$ cat src/assert_macros.svh
// assertion macros used by the top-level rtl file
`ifndef ASSERT_MACROS_SVH
`define ASSERT_MACROS_SVH
`ifndef ASSERT_OFF
`define ASSERT_IMPLY(label, clk, rst_n, prop) \
    label: assert property (@(posedge clk) disable iff (!rst_n) prop) \
        else $error("assertion failed");
`define ASSERT_NEVER(label, clk, rst_n, cond) \
    label: assert property (@(posedge clk) disable iff (!rst_n) !(cond)) \
        else $error("assertion failed");
`else
`define ASSERT_IMPLY(label, clk, rst_n, prop)
`define ASSERT_NEVER(label, clk, rst_n, cond)
`endif
`endif

$ cat src/vwd_pkg.sv
// shared constants and controller/datapath interface types for the vertex welder
package vwd_pkg;
    localparam int MAX_VERTICES = 4096;
    localparam int IDX_W = $clog2(MAX_VERTICES);
    localparam int CNT_W = IDX_W + 1;
    localparam int OUT_W = 12;
    localparam int COORD_W = 32;

    typedef struct packed {
        logic load;
        logic issue;
        logic flush;
        logic take_hit;
        logic append;
        logic map_wr;
        logic map_rd;
        logic map_take;
        logic respond;
    } t_cmd;

    typedef struct packed {
        logic more;
        logic hit;
        logic pipe_empty;
        logic in_range;
        logic out_free;
    } t_status;
endpackage

$ cat src/vwd_ctrl.sv
// controller state machine sequencing scan, append, map update, map lookup and response
module vwd_ctrl import vwd_pkg::*; (
    input  logic    i_clk,
    input  logic    i_rst_n,
    input  logic    i_in_valid,
    input  logic    i_mode,
    input  t_status i_status,
    output t_cmd    o_cmd,
    output logic    o_busy
);
    typedef enum logic [2:0] {
        S_IDLE, S_SCAN, S_APPEND, S_MAPWR, S_MAPRD, S_MAPWAIT, S_RESP
    } t_state;

    t_state r_state, n_state;

    always_comb begin
        o_cmd   = '0;
        n_state = r_state;
        case (r_state)
            S_IDLE: begin
                if (i_in_valid) begin
                    o_cmd.load = 1'b1;
                    n_state    = i_mode ? S_MAPRD : S_SCAN;
                end
            end
            S_SCAN: begin
                o_cmd.issue = i_status.more && !i_status.hit;
                if (i_status.hit) begin
                    o_cmd.flush    = 1'b1;
                    o_cmd.take_hit = 1'b1;
                    n_state        = S_MAPWR;
                end else if (!i_status.more && i_status.pipe_empty) begin
                    n_state = S_APPEND;
                end
            end
            S_APPEND: begin
                o_cmd.append = 1'b1;
                n_state      = S_MAPWR;
            end
            S_MAPWR: begin
                o_cmd.map_wr = 1'b1;
                n_state      = S_RESP;
            end
            S_MAPRD: begin
                o_cmd.map_rd = 1'b1;
                n_state      = i_status.in_range ? S_MAPWAIT : S_RESP;
            end
            S_MAPWAIT: begin
                o_cmd.map_take = 1'b1;
                n_state        = S_RESP;
            end
            S_RESP: begin
                if (i_status.out_free) begin
                    o_cmd.respond = 1'b1;
                    n_state       = S_IDLE;
                end
            end
            default: n_state = S_IDLE;
        endcase
    end

    always_ff @(posedge i_clk) begin
        if (!i_rst_n) begin
            r_state <= S_IDLE;
        end else begin
            r_state <= n_state;
        end
    end

    assign o_busy = (r_state != S_IDLE);
endmodule

$ cat config.mk
export PLATFORM = sky130hd
export DESIGN_NAME = vwd_ctrl
export DESIGN_NICKNAME = d
export VERILOG_FILES = /design/src/assert_macros.svh /design/src/vwd_pkg.sv /design/src/vwd_ctrl.sv
export SDC_FILE = /design/constraint.sdc
export NUM_CORES = 1
export LEC_CHECK = 0
export BUFFER_PORTS_ARGS = -buffer_cell sky130_fd_sc_hd__buf_4
export CORE_AREA = 2 2 39 41
export CTS_BUF_LIST = sky130_fd_sc_hd__clkbuf_8
export DETAILED_ROUTE_END_ITERATION = 10
export DIE_AREA = 0 0 41 43
export GPL_TIMING_DRIVEN = 0
export HOLD_SLACK_MARGIN = 0.06
export SLEW_MARGIN = 10
export SYNTH_ARGS = -nofsm -noshare
export SYNTH_HDL_FRONTEND = slang
export SYNTH_SLANG_ARGS = --single-unit
export TNS_END_PERCENT = 50
$ cat constraint.sdc
create_clock -name i_clk -period 1.51 [get_ports i_clk]
set_clock_uncertainty 0.2 [all_clocks]
set_input_delay 0.151 -clock i_clk [delete_from_list [all_inputs] [get_ports i_clk]]
set_output_delay 0.151 -clock i_clk [all_outputs]
set_load 0.01 [all_outputs]
==> results by group <==
Floorplanning
  – Core Area: 1380 um2
  – Rows: 14
  – Die area: 1760 um2
  – Starting density of the core: 0.218
  – I/O Pins: 19
  – Die height: 43 um
  – Die Width: 41 um

STA
  – Final Hold Viols: 0
  – Fmax achieved: 669 MHz
  – Worst-Margin Slew: 0.304 ns
  – RSZ-0062 raised after global routing: yes
  – Slew headroom: 0.795
  – Final setup viols: 0
  – Min cycle time layout: 1.50 ns
  – Final Max Tran Viols: 0
  – Hold slack: 0.0922 ns
  – Final period util: 0.990
  – PnR worst setup slack: 0.0144 ns

Placement
  – Setup slack at placement: 0.0117 ns
  – Placed cell areas: 457 um2
  – GPL Wtd Cong: 0.747
  – IO Port Bufs: 18

Yosys
  – Cell Area, Synth: 302 um2
  – Synth unique cells: 25
  – Async SR Flop Fraction: 0
  – Sequential area share after synthesis: 0.199
  – Yosys warns: 0
  – Synth Instances: 38
  – Synthesized area per cell: 7.94 um2
  – Synth Flop Type: dfxtp_1
  – FF+latch count, synth: 3
  – Number of synthesized flops with an enable pin: 0
  – Post-Syn Nets: 47

Clock network
  – Root Driver: clkbuf_8
  – Reg clk slew, reported paths: 0.03 ns
  – Max clock buf depth: 2
  – H-tree depth: 1
  – Clk sinks: 3
  – CTS tree: done
  – Total CTS buffers: 3
  – Clock Latency Late Sink: 0.22 ns

Final layout
  – Biggest regs: r_state: 3 flops
  – Max reg flops: 3
  – ANT cells: 0
  – Post-layout nets: 73
  – Register area: 68.8 um2
  – Syn-to-layout area delta: 93.8%
  – Biggest register: r_state
  – Multi-input gate area: 250 um2
  – Share of cells above drive strength 1: 0.603
  – Fill cells: 150
  – Cell area after layout: 584 um2

Route
  – Post-route ant nets: 0
  – Vias: 387
  – Routed len/inst: 10.4 um
  – # DRC: 0
  – Vias per cell: 4.90
  – Initial DRC Count: 5
  – DR pass1 iterations: 4
  – Total Wirelength: 818 um

Pwr
  – Pwr per Cell Area: 2010 nW/um2
  – Worst VDD drop: 675 uV
  – Lkg Pwr: 0.274 nW

Global route
  – GRT Util Overall: 0.107
  – First-pass GRT wire length: 1230 um
  – Grt total ovfl: 0
  – Initial antenna violation count: 0
  – Vias in the first global route: 299
  – Largest net degree at the start of global routing: 11

Worst setup path
  – CP Data Required Time: 1.16 ns
  – WS Path Type: register to primary output
  – Max FO, Critical Path: 4
  – Max stage delay cell, worst path: or3_4
  – Slowest cell delay on critical path: 0.39 ns
  – CP startpoint kind: register
  – Crit path arrival time: 1.14 ns
  – Worst-path cell chain: or3_4 -> nor2_2 -> buf_4
  – CP Capture Type: primary output

Outcome
  – Status: finished clean

Worst hold path
  – Min-Delay Path Class: primary input to register

Run
  – Max-cap violation count: 0
## worst max-delay path: cells and delay by family (launching register included)
kind,cells,cell delay [ns]
AND/OR/NAND/NOR,2,0.47
buffers and inverters,1,0.12
flip-flops,1,0.34
## per-stage QoR
stage / instances / utilization / total power [mW] / TNS (ns)
2_1_floorplan: 38 / - / 0.555 / 0
3_3_place_gp: 72 / 0.330 / 0.769 / 0
3_5_place_dp: 72 / 0.330 / 0.773 / 0
4_1_cts: 78 / 0.387 / 1.07 / 0
5_1_grt: 79 / 0.422 / 1.27 / -0.0595
6_report: 79 / 0.422 / 1.18 / 0
## metal layers
layer | GRT usage | up-vias | part of all wire
met5 | 0 | - | 0
met3 | 0.0314 | 2 | 0.11
met1 | 0.125 | 172 | 0.44
met4 | 0.100 | 0 | 0.022
li1 | - | 193 | -
met2 | 0.147 | 20 | 0.43
## cell families after synthesis
kind of cell	count (synthesis)	share of synthesized area
flip-flops	3	0.199
buffers and inverters	4	0.0747
AO/OA/AOI/OAI	8	0.191
AND/OR/NAND/NOR	23	0.535
## cells in the mapped netlist, types with 2 or more instances
cell type,number,share of area
nor2_1,4,0.050
dfxtp_1,3,0.20
nand2b_1,3,0.062
nor2b_1,3,0.062
a21oi_1,2,0.033
and2_1,2,0.041
buf_4,2,0.050
o311ai_0,2,0.058
## layout make-up
| type | instances | share of cell area |
|---|---|---|
| Multi-Input combinational cell | 31 | 0.428 |
| Sequential cell | 3 | 0.118 |
| Inverter | 1 | 0.00642 |
| Tap cell | 16 | 0.0343 |
| Clock buffer | 3 | 0.0707 |
| Timing Repair Buffer | 22 | 0.304 |
| Buffer | 2 | 0.0321 |
| Clock inverter | 1 | 0.00642 |
## path summary, 6_finish.rpt
| kind | cells after the start | slack [ns] | from | end |
|---|---|---|---|---|
| hold / removal | 4 | 0.09 | i_status[3] | r_state[0]$_SDFFE_PN0P_ |
| setup / recovery | 3 | 0.01 | r_state[0]$_SDFFE_PN0P_ | o_cmd[8] |
| setup reg to reg | 5 | 0.08 | r_state[2]$_SDFFE_PN0P_ | r_state[0]$_SDFFE_PN0P_ |
| hold reg to reg | 3 | 0.40 | r_state[2]$_SDFFE_PN0P_ | r_state[2]$_SDFFE_PN0P_ |
## where the power goes
part           switching (mW)  leakage (nW)  internal, mW
Clock                  0.0560        0.0269         0.173
Combinational           0.318         0.220         0.442
Sequential             0.0477        0.0264         0.139
## timing repair
item / 4_1_cts / 5_1_grt
gates cloned: 0 / 0
setup buffers: 1 / 1
endpoints found under the setup margin: 7 / 9
gates resized for setup: 6 / 14
hold buffers: 2 / 0
pin swaps: 1 / 2
hold endpoints to repair: 3 / 0
## layout by cell type, fill, tap and decap left out, drive strengths merged
cell type     n
nand2b        4
and2b         1
nor2          4
and2          2
and3b         1
a21boi        1
or4b          1
nand2         1
or3           1
a21oi         2
and4b         1
nor3b         1
o31ai         1
inv           2
nor2b         3
dlygate4sd3   2
and4bb        1
a221o         1
nand4b        1
o21ai         1
dfxtp         3
clkbuf        4
o311ai        2
buf          21
nand3         1
(Power assumes the default switching activity.)
